### config.mk
export PLATFORM = sky130hd
export DESIGN_NAME = websocket_upgrade_header_scanner
export DESIGN_NICKNAME = d
export VERILOG_FILES = /design/src/rtl/core/wsu_pkg.sv /design/src/rtl/core/wsu_fifo.sv /design/src/rtl/core/wsu_front.sv /design/src/rtl/core/wsu_back.sv /design/src/rtl/core/websocket_upgrade_header_scanner.sv
export SDC_FILE = /design/constraint.sdc
export NUM_CORES = 1
export LEC_CHECK = 0
export ABC_AREA = 1
export BUFFER_PORTS_ARGS = -buffer_cell sky130_fd_sc_hd__buf_2
export CORE_MARGIN = 2
export CORE_UTILIZATION = 50
export DETAILED_ROUTE_END_ITERATION = 8
export PLACE_DENSITY = 0.78
export SLEW_MARGIN = 20
export SYNTH_ARGS = -nofsm -noshare
export SYNTH_HDL_FRONTEND = slang
export SYNTH_SLANG_ARGS = --single-unit
### constraint.sdc
create_clock -name clk -period 7.05 [get_ports clk]
set_input_delay 0.705 -clock clk [delete_from_list [all_inputs] [get_ports clk]]
set_output_delay 0.705 -clock clk [all_outputs]
set_load 0.02 [all_outputs]
### src/rtl/core/wsu_pkg.sv
package wsu_pkg;

  localparam logic [1:0] KIND_NAME  = 2'd0;
  localparam logic [1:0] KIND_VALUE = 2'd1;
  localparam logic [1:0] KIND_END   = 2'd2;
  localparam logic [1:0] KIND_NEW   = 2'd3;

  localparam logic [2:0] SEL_CONN = 3'd0;
  localparam logic [2:0] SEL_UPG  = 3'd1;
  localparam logic [2:0] SEL_KEY  = 3'd2;
  localparam logic [2:0] SEL_VER  = 3'd3;
  localparam logic [2:0] SEL_NONE = 3'd4;

  localparam logic [4:0] NAME_POS_MAX = 5'd31;
  localparam logic [31:0] NUM_LIMIT = 32'd429496719;

  localparam logic [8*10-1:0] NAME_CONN = "connection";
  localparam logic [8*7-1:0]  NAME_UPG  = "upgrade";
  localparam logic [8*17-1:0] NAME_KEY  = "sec-websocket-key";
  localparam logic [8*21-1:0] NAME_VER  = "sec-websocket-version";
  localparam logic [8*9-1:0]  WORD_WS   = "websocket";
  localparam logic [8*7-1:0]  WORD_UP   = "upgrade";

  localparam logic [4:0] LEN_CONN = 5'd10;
  localparam logic [4:0] LEN_UPG  = 5'd7;
  localparam logic [4:0] LEN_KEY  = 5'd17;
  localparam logic [4:0] LEN_VER  = 5'd21;
  localparam logic [3:0] LEN_WS   = 4'd9;
  localparam logic [2:0] LEN_UP   = 3'd7;

  typedef struct packed {
    logic [1:0] kind;
    logic [7:0] ch;
  } in_item_t;

  typedef struct packed {
    logic        websocket_req;
    logic        conn_has_upgrade;
    logic        version_valid;
    logic [31:0] version_number;
    logic        key_clear;
    logic        key_byte_valid;
    logic [7:0]  key_byte;
  } out_item_t;

  // One classified item as it travels from the front to the back.
  typedef struct packed {
    logic [1:0] kind;
    logic [2:0] sel;
    logic       first;
    logic [7:0] ch;
  } op_t;

  function automatic logic [4:0] hdr_len(input logic [1:0] idx);
    logic [4:0] len;
    unique case (idx)
      2'd0:    len = LEN_CONN;
      2'd1:    len = LEN_UPG;
      2'd2:    len = LEN_KEY;
      default: len = LEN_VER;
    endcase
    return len;
  endfunction

  // Character at position pos of header name idx; pos must be below its length.
  function automatic logic [7:0] hdr_char(input logic [1:0] idx, input logic [4:0] pos);
    logic [7:0] c;
    c = 8'h00;
    unique case (idx)
      2'd0: if (pos < LEN_CONN) c = NAME_CONN[8*(int'(LEN_CONN) - 1 - int'(pos)) +: 8];
      2'd1: if (pos < LEN_UPG)  c = NAME_UPG[8*(int'(LEN_UPG) - 1 - int'(pos)) +: 8];
      2'd2: if (pos < LEN_KEY)  c = NAME_KEY[8*(int'(LEN_KEY) - 1 - int'(pos)) +: 8];
      default: if (pos < LEN_VER) c = NAME_VER[8*(int'(LEN_VER) - 1 - int'(pos)) +: 8];
    endcase
    return c;
  endfunction

  function automatic logic [7:0] ws_char(input logic [3:0] pos);
    logic [7:0] c;
    c = 8'h00;
    if (pos < LEN_WS) c = WORD_WS[8*(int'(LEN_WS) - 1 - int'(pos)) +: 8];
    return c;
  endfunction

  function automatic logic [7:0] up_char(input logic [2:0] pos);
    logic [7:0] c;
    c = 8'h00;
    if (pos < LEN_UP) c = WORD_UP[8*(int'(LEN_UP) - 1 - int'(pos)) +: 8];
    return c;
  endfunction

  function automatic logic [7:0] fold(input logic [7:0] c);
    return (c >= 8'h41 && c <= 8'h5A) ? c + 8'h20 : c;
  endfunction

  function automatic logic is_ws(input logic [7:0] c);
    return (c == 8'h20) || (c >= 8'h09 && c <= 8'h0D);
  endfunction

endpackage

### src/rtl/core/wsu_fifo.sv
module wsu_fifo #(
  parameter int W     = 8,
  parameter int DEPTH = 2
) (
  input  logic         clk,
  input  logic         rst_n,
  input  logic         push,
  input  logic [W-1:0] wdata,
  output logic         full,
  input  logic         pop,
  output logic [W-1:0] rdata,
  output logic         empty
);

  localparam int AW = (DEPTH > 1) ? $clog2(DEPTH) : 1;
  localparam int CW = $clog2(DEPTH + 1);

  logic [W-1:0]  mem [DEPTH];
  logic [AW-1:0] wr_ptr_r, wr_ptr_nxt;
  logic [AW-1:0] rd_ptr_r, rd_ptr_nxt;
  logic [CW-1:0] count_r, count_nxt;
  logic          do_push, do_pop;

  assign full    = (count_r == CW'(DEPTH));
  assign empty   = (count_r == '0);
  assign do_push = push && !full;
  assign do_pop  = pop && !empty;
  assign rdata   = mem[rd_ptr_r];

  always_comb begin
    wr_ptr_nxt = wr_ptr_r;
    rd_ptr_nxt = rd_ptr_r;
    count_nxt  = count_r;
    if (do_push) begin
      wr_ptr_nxt = (wr_ptr_r == AW'(DEPTH - 1)) ? '0 : wr_ptr_r + 1'b1;
    end
    if (do_pop) begin
      rd_ptr_nxt = (rd_ptr_r == AW'(DEPTH - 1)) ? '0 : rd_ptr_r + 1'b1;
    end
    if (do_push && !do_pop) begin
      count_nxt = count_r + 1'b1;
    end else if (do_pop && !do_push) begin
      count_nxt = count_r - 1'b1;
    end
  end

  always_ff @(posedge clk) begin
    if (!rst_n) begin
      wr_ptr_r <= '0;
      rd_ptr_r <= '0;
      count_r  <= '0;
    end else begin
      wr_ptr_r <= wr_ptr_nxt;
      rd_ptr_r <= rd_ptr_nxt;
      count_r  <= count_nxt;
    end
  end

  always_ff @(posedge clk) begin
    if (do_push) begin
      mem[wr_ptr_r] <= wdata;
    end
  end

endmodule

### src/rtl/core/wsu_front.sv
module wsu_front
  import wsu_pkg::*;
(
  input  logic     clk,
  input  logic     rst_n,
  input  logic     take,
  input  in_item_t item,
  output op_t      op
);

  logic [4:0] name_pos_r, name_pos_nxt;
  logic [3:0] cand_r, cand_nxt;
  logic       value_started_r, value_started_nxt;
  logic [2:0] sel;

  // Header lengths all differ, so at most one candidate can match the length.
  always_comb begin
    sel = SEL_NONE;
    for (int i = 3; i >= 0; i--) begin
      if (cand_r[i] && hdr_len(2'(i)) == name_pos_r) begin
        sel = 3'(i);
      end
    end
  end

  assign op.kind  = item.kind;
  assign op.ch    = item.ch;
  assign op.sel   = sel;
  assign op.first = !value_started_r;

  always_comb begin
    name_pos_nxt      = name_pos_r;
    cand_nxt          = cand_r;
    value_started_nxt = value_started_r;
    if (take) begin
      unique case (item.kind)
        KIND_NAME: begin
          if (!value_started_r) begin
            for (int i = 0; i < 4; i++) begin
              if (!(name_pos_r < hdr_len(2'(i)) && hdr_char(2'(i), name_pos_r) == item.ch)) begin
                cand_nxt[i] = 1'b0;
              end
            end
            if (name_pos_r != NAME_POS_MAX) begin
              name_pos_nxt = name_pos_r + 1'b1;
            end
          end
        end
        KIND_VALUE: begin
          value_started_nxt = 1'b1;
        end
        default: begin
          name_pos_nxt      = '0;
          cand_nxt          = 4'hF;
          value_started_nxt = 1'b0;
        end
      endcase
    end
  end

  always_ff @(posedge clk) begin
    if (!rst_n) begin
      name_pos_r      <= '0;
      cand_r          <= 4'hF;
      value_started_r <= 1'b0;
    end else begin
      name_pos_r      <= name_pos_nxt;
      cand_r          <= cand_nxt;
      value_started_r <= value_started_nxt;
    end
  end

endmodule

### src/rtl/core/wsu_back.sv
module wsu_back
  import wsu_pkg::*;
(
  input  logic      clk,
  input  logic      rst_n,
  input  logic      op_valid,
  input  op_t       op,
  output logic      op_pop,
  input  logic      res_full,
  output logic      res_push,
  output out_item_t res
);

  typedef enum logic [1:0] {
    PH_LEAD,
    PH_TOKEN,
    PH_TRAIL,
    PH_FAIL
  } phase_t;

  phase_t      phase_r, phase_nxt;
  logic [2:0]  tok_pos_r, tok_pos_nxt;
  logic [3:0]  word_pos_r, word_pos_nxt;
  logic        word_failed_r, word_failed_nxt;
  logic [31:0] acc_r, acc_nxt;
  logic        num_failed_r, num_failed_nxt;
  logic        ws_flag_r, ws_flag_nxt;
  logic        up_flag_r, up_flag_nxt;
  logic        ver_present_r, ver_present_nxt;
  logic [31:0] ver_value_r, ver_value_nxt;
  logic        fire;
  logic        token_hit;

  assign fire     = op_valid && !res_full;
  assign op_pop   = fire;
  assign res_push = fire;

  // A token counts if it spelled the whole word, with only whitespace after it.
  assign token_hit = (phase_r == PH_TOKEN || phase_r == PH_TRAIL) && tok_pos_r == LEN_UP;

  always_comb begin
    phase_nxt       = phase_r;
    tok_pos_nxt     = tok_pos_r;
    word_pos_nxt    = word_pos_r;
    word_failed_nxt = word_failed_r;
    acc_nxt         = acc_r;
    num_failed_nxt  = num_failed_r;
    ws_flag_nxt     = ws_flag_r;
    up_flag_nxt     = up_flag_r;
    ver_present_nxt = ver_present_r;
    ver_value_nxt   = ver_value_r;
    res.key_clear      = 1'b0;
    res.key_byte_valid = 1'b0;
    res.key_byte       = 8'h00;

    unique case (op.kind)
      KIND_NAME: begin
      end
      KIND_VALUE: begin
        unique case (op.sel)
          SEL_KEY: begin
            res.key_clear      = op.first;
            res.key_byte_valid = 1'b1;
            res.key_byte       = op.ch;
          end
          SEL_UPG: begin
            if (!word_failed_r) begin
              if (word_pos_r < LEN_WS && fold(op.ch) == ws_char(word_pos_r)) begin
                word_pos_nxt = word_pos_r + 1'b1;
              end else begin
                word_failed_nxt = 1'b1;
              end
            end
          end
          SEL_CONN: begin
            if (op.ch == 8'h2C) begin
              if (token_hit) up_flag_nxt = 1'b1;
              phase_nxt   = PH_LEAD;
              tok_pos_nxt = '0;
            end else if (is_ws(op.ch)) begin
              if (phase_r == PH_TOKEN) phase_nxt = PH_TRAIL;
            end else if (phase_r == PH_LEAD || phase_r == PH_TOKEN) begin
              if (tok_pos_r < LEN_UP && fold(op.ch) == up_char(tok_pos_r)) begin
                tok_pos_nxt = tok_pos_r + 1'b1;
                phase_nxt   = PH_TOKEN;
              end else begin
                phase_nxt = PH_FAIL;
              end
            end else begin
              phase_nxt = PH_FAIL;
            end
          end
          SEL_VER: begin
            if (!num_failed_r) begin
              if (op.ch < 8'h30 || op.ch > 8'h39 || acc_r > NUM_LIMIT) begin
                num_failed_nxt = 1'b1;
              end else begin
                acc_nxt = (acc_r << 3) + (acc_r << 1) + {28'd0, op.ch[3:0]};
              end
            end
          end
          default: begin
          end
        endcase
      end
      KIND_END: begin
        unique case (op.sel)
          SEL_KEY: res.key_clear = op.first;
          SEL_UPG: begin
            if (!word_failed_r && word_pos_r == LEN_WS) ws_flag_nxt = 1'b1;
          end
          SEL_CONN: begin
            if (token_hit) up_flag_nxt = 1'b1;
          end
          SEL_VER: begin
            ver_present_nxt = !num_failed_r;
            ver_value_nxt   = num_failed_r ? 32'd0 : acc_r;
          end
          default: begin
          end
        endcase
        phase_nxt       = PH_LEAD;
        tok_pos_nxt     = '0;
        word_pos_nxt    = '0;
        word_failed_nxt = 1'b0;
        acc_nxt         = '0;
        num_failed_nxt  = 1'b0;
      end
      default: begin
        phase_nxt       = PH_LEAD;
        tok_pos_nxt     = '0;
        word_pos_nxt    = '0;
        word_failed_nxt = 1'b0;
        acc_nxt         = '0;
        num_failed_nxt  = 1'b0;
        ws_flag_nxt     = 1'b0;
        up_flag_nxt     = 1'b0;
        ver_present_nxt = 1'b0;
        ver_value_nxt   = '0;
        res.key_clear   = 1'b1;
      end
    endcase

    res.websocket_req    = ws_flag_nxt;
    res.conn_has_upgrade = up_flag_nxt;
    res.version_valid    = ver_present_nxt;
    res.version_number   = ver_present_nxt ? ver_value_nxt : 32'd0;
  end

  always_ff @(posedge clk) begin
    if (!rst_n) begin
      phase_r       <= PH_LEAD;
      tok_pos_r     <= '0;
      word_pos_r    <= '0;
      word_failed_r <= 1'b0;
      acc_r         <= '0;
      num_failed_r  <= 1'b0;
      ws_flag_r     <= 1'b0;
      up_flag_r     <= 1'b0;
      ver_present_r <= 1'b0;
      ver_value_r   <= '0;
    end else if (fire) begin
      phase_r       <= phase_nxt;
      tok_pos_r     <= tok_pos_nxt;
      word_pos_r    <= word_pos_nxt;
      word_failed_r <= word_failed_nxt;
      acc_r         <= acc_nxt;
      num_failed_r  <= num_failed_nxt;
      ws_flag_r     <= ws_flag_nxt;
      up_flag_r     <= up_flag_nxt;
      ver_present_r <= ver_present_nxt;
      ver_value_r   <= ver_value_nxt;
    end
  end

endmodule

### src/rtl/core/websocket_upgrade_header_scanner.sv
// Scans HTTP header lines byte by byte for a WebSocket upgrade request and
// returns one result for every item pushed, in order. The front end matches
// header names and tags each byte with the header it belongs to; the tagged
// bytes wait in a small queue for the back end, which runs the value checks,
// the version number and the sticky flags, and writes one result into the
// result queue. One item is taken every cycle at full rate while the op
// queue has room. A result passes through the op queue and then the result
// queue, each adding a register, before it can be read. Each side stalls on
// its own as long as the queues have room. The flags are kept until a
// new-request item clears them; the version is replaced at the end of each
// version header and is cleared by a new-request item too.
module websocket_upgrade_header_scanner
  import wsu_pkg::*;
#(
  parameter int OP_DEPTH  = 2,
  parameter int OUT_DEPTH = 2
) (
  input  logic      clk,
  input  logic      rst_n,
  input  logic      push,
  output logic      full,
  input  in_item_t  in_item,
  output logic      empty,
  input  logic      pop,
  output out_item_t out_item
);

  localparam int OP_W  = $bits(op_t);
  localparam int OUT_W = $bits(out_item_t);

  op_t       front_op;
  op_t       back_op;
  logic      op_empty;
  logic      op_pop;
  logic      res_full;
  logic      res_push;
  out_item_t res;
  logic      take;

  assign take = push && !full;

  wsu_front u_front (
    .clk   (clk),
    .rst_n (rst_n),
    .take  (take),
    .item  (in_item),
    .op    (front_op)
  );

  wsu_fifo #(
    .W     (OP_W),
    .DEPTH (OP_DEPTH)
  ) u_op_q (
    .clk   (clk),
    .rst_n (rst_n),
    .push  (push),
    .wdata (front_op),
    .full  (full),
    .pop   (op_pop),
    .rdata (back_op),
    .empty (op_empty)
  );

  wsu_back u_back (
    .clk      (clk),
    .rst_n    (rst_n),
    .op_valid (!op_empty),
    .op       (back_op),
    .op_pop   (op_pop),
    .res_full (res_full),
    .res_push (res_push),
    .res      (res)
  );

  wsu_fifo #(
    .W     (OUT_W),
    .DEPTH (OUT_DEPTH)
  ) u_out_q (
    .clk   (clk),
    .rst_n (rst_n),
    .push  (res_push),
    .wdata (res),
    .full  (res_full),
    .pop   (pop),
    .rdata (out_item),
    .empty (empty)
  );

  a_push_lands: assert property (@(posedge clk) disable iff (!rst_n)
    take |=> !op_empty)
    else $error("accepted item did not reach the op queue");

  a_key_byte_zero: assert property (@(posedge clk) disable iff (!rst_n)
    !empty && !out_item.key_byte_valid |-> out_item.key_byte == 8'h00)
    else $error("key byte not zero without a key transfer");

  a_version_zero: assert property (@(posedge clk) disable iff (!rst_n)
    !empty && !out_item.version_valid |-> out_item.version_number == 32'd0)
    else $error("version number not zero while version is absent");

  a_key_bits: assert property (@(posedge clk) disable iff (!rst_n)
    res_push && res.key_byte_valid |-> back_op.kind == KIND_VALUE && back_op.sel == SEL_KEY)
    else $error("key byte produced outside a key value byte");

endmodule
==> results.toml, run 1 <==
[place]
post-place-cells = 2054
dp_hpwl_microns = 22400
port_buffers = 60
postPlaceCellArea_sq_mm = 0.0140
pre_cts_slack_ns = 3.27
gp_congestion = 0.950

[critical_path]
regToRegEndpoint = "u_back.acc_r[26]$_SDFFE_PN0P_"
path_buf_inv = 2
cp_num_cells = 14
crit_family = "compound AO/OA/AOI/OAI gates"
critPathKind = "reg2reg"
crit_chain = "inv_2 > nand2_1 > nand2_2 > fa_1 > inv_1 > fa_1 > o21ai_0 > a21oi_1 > o21ai_0 > a21oi_1 > o21ai_0 > xor2_1 > nand2_1 > nand2_1"
critPathCaptureType = "flip-flop"
arrival_ns = 4.24
rrSetupSlack_ns = 3.27
critPathMaxStageDelay_ns = 0.65
cp_slowest_cell = "dfxtp_1"
r2r_cells = 14
crit_required_ns = 7.51
crit_fanout = 15
worstSetupStartpointType = "flip-flop"

[sta]
skew_ns = 0.0155
rsz0062_at_grt = "no"
worst_pin_slew_ns = 0.985
period_share_pct = 53.6
post-route-min-period_ns = 3.78
fmax_mhz = 265
final.setup.worst_slack_ns = 3.27
hold_violations = 0
setup_violations = 0
finalMaxSlewViolations = 0
timing.setup.tns_ns = 0
slew_headroom_pct = 34.3
whs_ns = 0.439

[synth]
synth_seq_cells = 216
synth_area_sq_mm = 0.0134
netlist.area_leader.share_pct = 26.4
syn_inst = 1697
ys_warn_count = 0
yosys-top-cells-area = "edfxtp_1 26%, dfxtp_1 15%, nand2_1 11%"
syn_nets = 1791
syn_area_per_cell_sq_um = 7.92
ys_seq_area_share_pct = 41.0
yosys.area.top_type = "edfxtp_1"
synth_cell_types = 54

[hold_path]
timing.hold.worst.class = "in2reg"
hold_depth = 1
min_from = "in_item[7]"
hold_end = "u_op_q.mem[0][7]$_DFFE_PP_"

[cts]
cts_tree = "built"
cts.clk_slew.worst_paths_ns = 0.06
clock_path_buffers = 3
cts_buffers = 24
cts_root_buf = "clkbuf_16"
cts_setup_buffers = 0
clock-sinks = 216
htree_levels = 1
hold_buffers = 0
ctsResizeCount = 0
worst_skew_pair.late_latency_ns = 0.52

[cells_and_area]
postLayoutCoreUtil_pct = 55.5
regArea_sq_mm = 0.00551
layout-drive-gt1-share_pct = 12.1
antennaDiodeCount = 0
fin_cells = 2098
fin_nets = 1833
multi_input_area_sq_mm = 0.00695
final_area_sq_mm = 0.0148
final_common_cell = "nand2_1"
final_cell_mix = "397 x nand2_1, 199 x inv_1, 134 x nor2_1"
synthToLayoutAreaGrowth_pct = 10.0
fill_cells = 2330

[routing]
vias = 11700
drc = 0
wire_per_inst_microns = 15.0
routed_wl_microns = 31500
drtAntennaViolNets = 0
drt_iter0_drc = 1066
first_pass_iters = 5
via_per_inst = 5.56

[pwr]
power_mw = 5.16
power_leakage_nw = 6.43
power_density_mw_per_mm2 = 349
peakVddDrop_v = 0.000222

[floorplanning]
core_sq_mm = 0.0267
die_area_sq_mm = 0.0282
start_util_pct = 50.4
fp.dieH_microns = 168
die_x_microns = 168
num_rows = 60
pin_count = 61

[job]
maxCapViolCount = 0

[grt]
antenna_found_initial = 0
overflow = 0
grt_pass1_wl_microns = 52600
grt_pass1_vias = 11000
gr-usage-all-layers_pct = 22.1
grt_max_degree = 52

[outcome]
status = "complete, no violations"
## state kept, by name (all words and copies together) (netlist names), 2 cells and up, named ones only
name and flops:
u_back.tok_pos_r 3, u_op_q.mem 28, u_out_q.count_r 2, u_back.ver_value_r 32, u_op_q.count_r 2, u_back.acc_r 32, u_back.word_pos_r 4, u_out_q.mem 90
u_front.cand_r 4, u_front.name_pos_r 5, u_back.phase_r 2
## Yosys cell counts, drive strengths merged
library cell  number
o21bai             7
buf               21
xor2              27
o211ai             6
nand4             29
fa                 2
edfxtp           118
mux2              45
o41ai              1
a21o               3
mux2i              1
o31ai              2
a211oi             6
nand3            118
a21oi             75
xnor2             14
o22ai             43
o311ai             1
and2               1
nor2             143
clkbuf            29
nand2            421
inv              206
o2111ai            1
o21a               6
o21ai            148
a31o               1
ha                78
nor3b              4
a221oi             2
clkinv             3
nor3              14
nand3b             4
nor4               2
dfxtp             98
o32ai              8
a31oi              6
or2                3
## final cells by class
type	instances	area share (%)
multi-input cells	1222	47.0
flip-flops and latches	216	37.3
repair buffers	66	2.34
well taps	341	2.89
clock inverters	14	0.778
inverters	209	5.34
clock buffers	30	4.43
## where the power goes
group	internal, mW	switching [mW]
registers	1.64	0.148
clock network	0.701	0.517
logic	0.690	1.47
total	3.03	2.13
## metal layers
metal	GRT usage [%]	wire (microns)
met5	0	0
met4	7.15	811
met2	35.7	14100
met3	2.59	1990
met1	31.1	14600
## logic make-up (layout without fill, tap and decap cells)
| kind of cell | after synthesis | count (layout) | share of synthesized area [%] |
|---|---|---|---|
| xor gates and xnor gates | 41 | 41 | 2.67 |
| muxes | 46 | 46 | 3.84 |
| DFF | 216 | 216 | 41.0 |
| adders and majority gates | 80 | 80 | 7.56 |
| and+or+nand+nor | 739 | 739 | 23.6 |
| AOI/OAI and AO/OA | 316 | 316 | 13.7 |
| buffers and inverters | 259 | 319 | 7.63 |
## worst max-delay path by stage
stage               startpoint                            end  slack [ns]
finish               flip-flop  u_back.acc_r[26]$_SDFFE_PN0P_        3.27
floorplan            flip-flop  u_back.acc_r[26]$_SDFFE_PN0P_        3.90
CTS                  flip-flop  u_back.acc_r[26]$_SDFFE_PN0P_        3.26
detailed placement   flip-flop  u_back.acc_r[26]$_SDFFE_PN0P_        3.27
global route         flip-flop  u_back.acc_r[26]$_SDFFE_PN0P_        2.82
global placement     flip-flop  u_back.acc_r[26]$_SDFFE_PN0P_        3.36
Power figures use the tool's default switching activity.
==> inputs of run 2 (changes only) <==
Settings changed: ABC_AREA 1 to 0, PLACE_DENSITY 0.78 to 0.81.
Clock period 7.05 ns to 3.2 ns, I/O delays scaled along.
==> results.toml, run 2 <==
[synth]
synthArstFlopShare_pct = 0
netlist.area_leader.share_pct = 27.2
ys.flop_type = "edfxtp_1"
synth_cell_types = 84
synth_seq_cells = 216
syn_area_per_cell_sq_um = 9.49
synth-edff-count = 118
syn_inst = 1373
ys_seq_area_share_pct = 42.2
synth_area_sq_mm = 0.0130
syn_nets = 1467
synth_most_common_cell = "nor2_1"
yosys.area.top_type = "edfxtp_1"
yosys-top-cells-area = "edfxtp_1 27%, dfxtp_1 15%, ha_1 7.5%"
ys_warn_count = 0
synth_common_cells = "144 x nor2_1, 141 x a21oi_1, 118 x edfxtp_1, 98 x dfxtp_1, 87 x o21ai_0"

[floorplanning]
start_util_pct = 50.4
core_sq_mm = 0.0258
die_x_microns = 165
die_area_sq_mm = 0.0274
pin_count = 61
num_rows = 59
fp.dieH_microns = 165

[cells_and_area]
fin_nets = 1527
fin_cells = 1784
largest_reg_flops = 90
final_common_cell = "nor2_1"
layout-drive-gt1-share_pct = 17.7
final_cell_mix = "140 x nor2_1, 136 x a21oi_1, 118 x edfxtp_1"
synthToLayoutAreaGrowth_pct = 13.5
regMostFlops = "u_out_q.mem"
reg_top3 = "u_out_q.mem: 90 flops, u_back.acc_r: 32 flops, u_back.ver_value_r: 32 flops"
postLayoutCoreUtil_pct = 57.2
antennaDiodeCount = 0

[routing]
drt_iter0_drc = 1058
wire_per_inst_microns = 17.4
via_per_inst = 6.10
first_pass_iters = 5
drtAntennaViolNets = 0
vias = 10900
routed_wl_microns = 31000
drc = 0

[pwr]
seqPwrFrac_pct = 39.2
internal_power_mw = 6.32
power_density_mw_per_mm2 = 643
p_clk_share_pct = 28.9
peakVddDrop_v = 0.000853
swShare_pct = 33.5
power_mw = 9.51
power_leakage_nw = 5.67
combPwrFrac_pct = 31.9
power.switching_mw = 3.18

[critical_path]
arrival_ns = 3.55
critPathKind = "reg2reg"
critPathCaptureType = "flip-flop"
crit_fanout = 4
worstSetupStartpointType = "flip-flop"
crit_required_ns = 3.58

[sta]
finalMaxSlewViolations = 0
hold_violations = 0
worst_pin_slew_ns = 0.778
fmax_mhz = 315
period_share_pct = 99.1
setup_violations = 0
skew_ns = 0.00719
slew_headroom_pct = 48.1
rsz0062_at_grt = "yes"
post-route-min-period_ns = 3.17
timing.setup.tns_ns = 0

[cts]
hold_buffers = 0
htree_levels = 1
cts_tree = "built"
worst_skew_pair.late_latency_ns = 0.50
clock_path_buffers = 3
cts.clk_slew.worst_paths_ns = 0.06
clock-sinks = 216
cts_buffers = 23
cts_root_buf = "clkbuf_16"

[grt]
grt_max_degree = 68
gr-usage-all-layers_pct = 22.1
antenna_found_initial = 0
grt_pass1_vias = 10100
grt_pass1_wl_microns = 50000
overflow = 0

[place]
dp_hpwl_microns = 21000
port_buffers = 60
post-place-cells = 1739
gp_congestion = 0.914

[hold_path]
timing.hold.worst.class = "in2reg"

[outcome]
status = "complete, no violations"

[job]
maxCapViolCount = 0
run 2: cell count changes in the layout (fill, tap and decap cells not counted), sizes merged, moves of 18 or more:
cell,previous run,this run
inv,209,36
nand3,118,32
buf,66,120
nand2,421,84
nand4,29,11
nor3b,4,36
xnor2,14,45
o22ai,43,9
a21oi,75,141
o21ai,148,90
a22o,0,39
run 2: final cells by class:
cell class | count | area (sq um)
clock inverters | 9 | 151
flip-flops and latches | 216 | 5510
multi-input cells | 1035 | 7170
well taps | 335 | 419
clock buffers | 32 | 629
inverters | 37 | 139
fillers | 2111 | 11000
repair buffers | 120 | 767
run 2: routing by layer:
metal	vias up	track usage, %	routed length, microns
met5	-	0	0
met1	5187	30.4	13600
met2	425	36.4	14700
li1	5201	-	-
met3	67	2.80	2040
met4	0	7.13	690
run 2: power by group through the flow:
stage	clock (mW)	sequential, mW	combinational, mW
finish	2.75	3.73	3.03
CTS	2.79	3.73	2.99
floorplan	0	3.70	2.19
detailed placement	0	3.78	2.97
global route	2.90	3.79	3.29
global placement	0	3.74	2.93
run 2: path summary, 6_finish.rpt:
check                                      start                             end  slack (ns)  cells after the start
setup reg to reg                       flip-flop   u_back.acc_r[30]$_SDFFE_PN0P_        0.03                     14
setup / recovery                       flip-flop   u_back.acc_r[30]$_SDFFE_PN0P_        0.03                     14
hold reg to reg   u_front.cand_r[0]$_SDFFE_PN1P_  u_front.cand_r[0]$_SDFFE_PN1P_        0.46                      1
hold / removal                        in_item[9]     u_op_q.mem[1][13]$_DFFE_PP_        0.13                      1
run 2: what timing repair did:
action                     CTS  global route
setup endpoints to repair    9            14
gates resized for setup      5            22
pin swaps                    2            16
buffers inserted             0             4
run 2: kinds of logic (layout without fill, tap and decap cells):
kind of cell               after synthesis  after routing  share of synthesized area, %
and+or+nand+nor                        424            424                          16.1
AOI/OAI and AO/OA                      389            389                          19.2
DFF                                    216            216                          42.2
buffers and inverters                  122            198                          3.89
adders and majority gates               80             80                          7.79
xor gates and xnor gates                74             74                          4.97
muxes                                   68             68                          5.87
run 2: through the flow:
step | hold slack, ns | area [sq um] | setup slack [ns]
global route | 0.111 | 14800 | -0.0973
CTS | 0.0995 | 14700 | 0.00492
global placement | 0.438 | 13900 | -0.0535
finish | 0.131 | 14800 | 0.0288
detailed placement | 0.466 | 13900 | -0.133
floorplan | 0.419 | 13100 | 0.00786
run 2: worst max-delay path, stage by stage, from the launching register on:
cell,delay [ns]
dfxtp_4,0.39
mux2i_4,0.27
inv_2,0.06
fa_1,0.56
inv_2,0.05
fa_2,0.33
nor2b_1,0.12
o21a_1,0.18
o21ai_2,0.08
a21oi_2,0.20
o21ai_1,0.16
a31oi_2,0.21
nand4_1,0.17
a21oi_2,0.17
o41ai_2,0.09
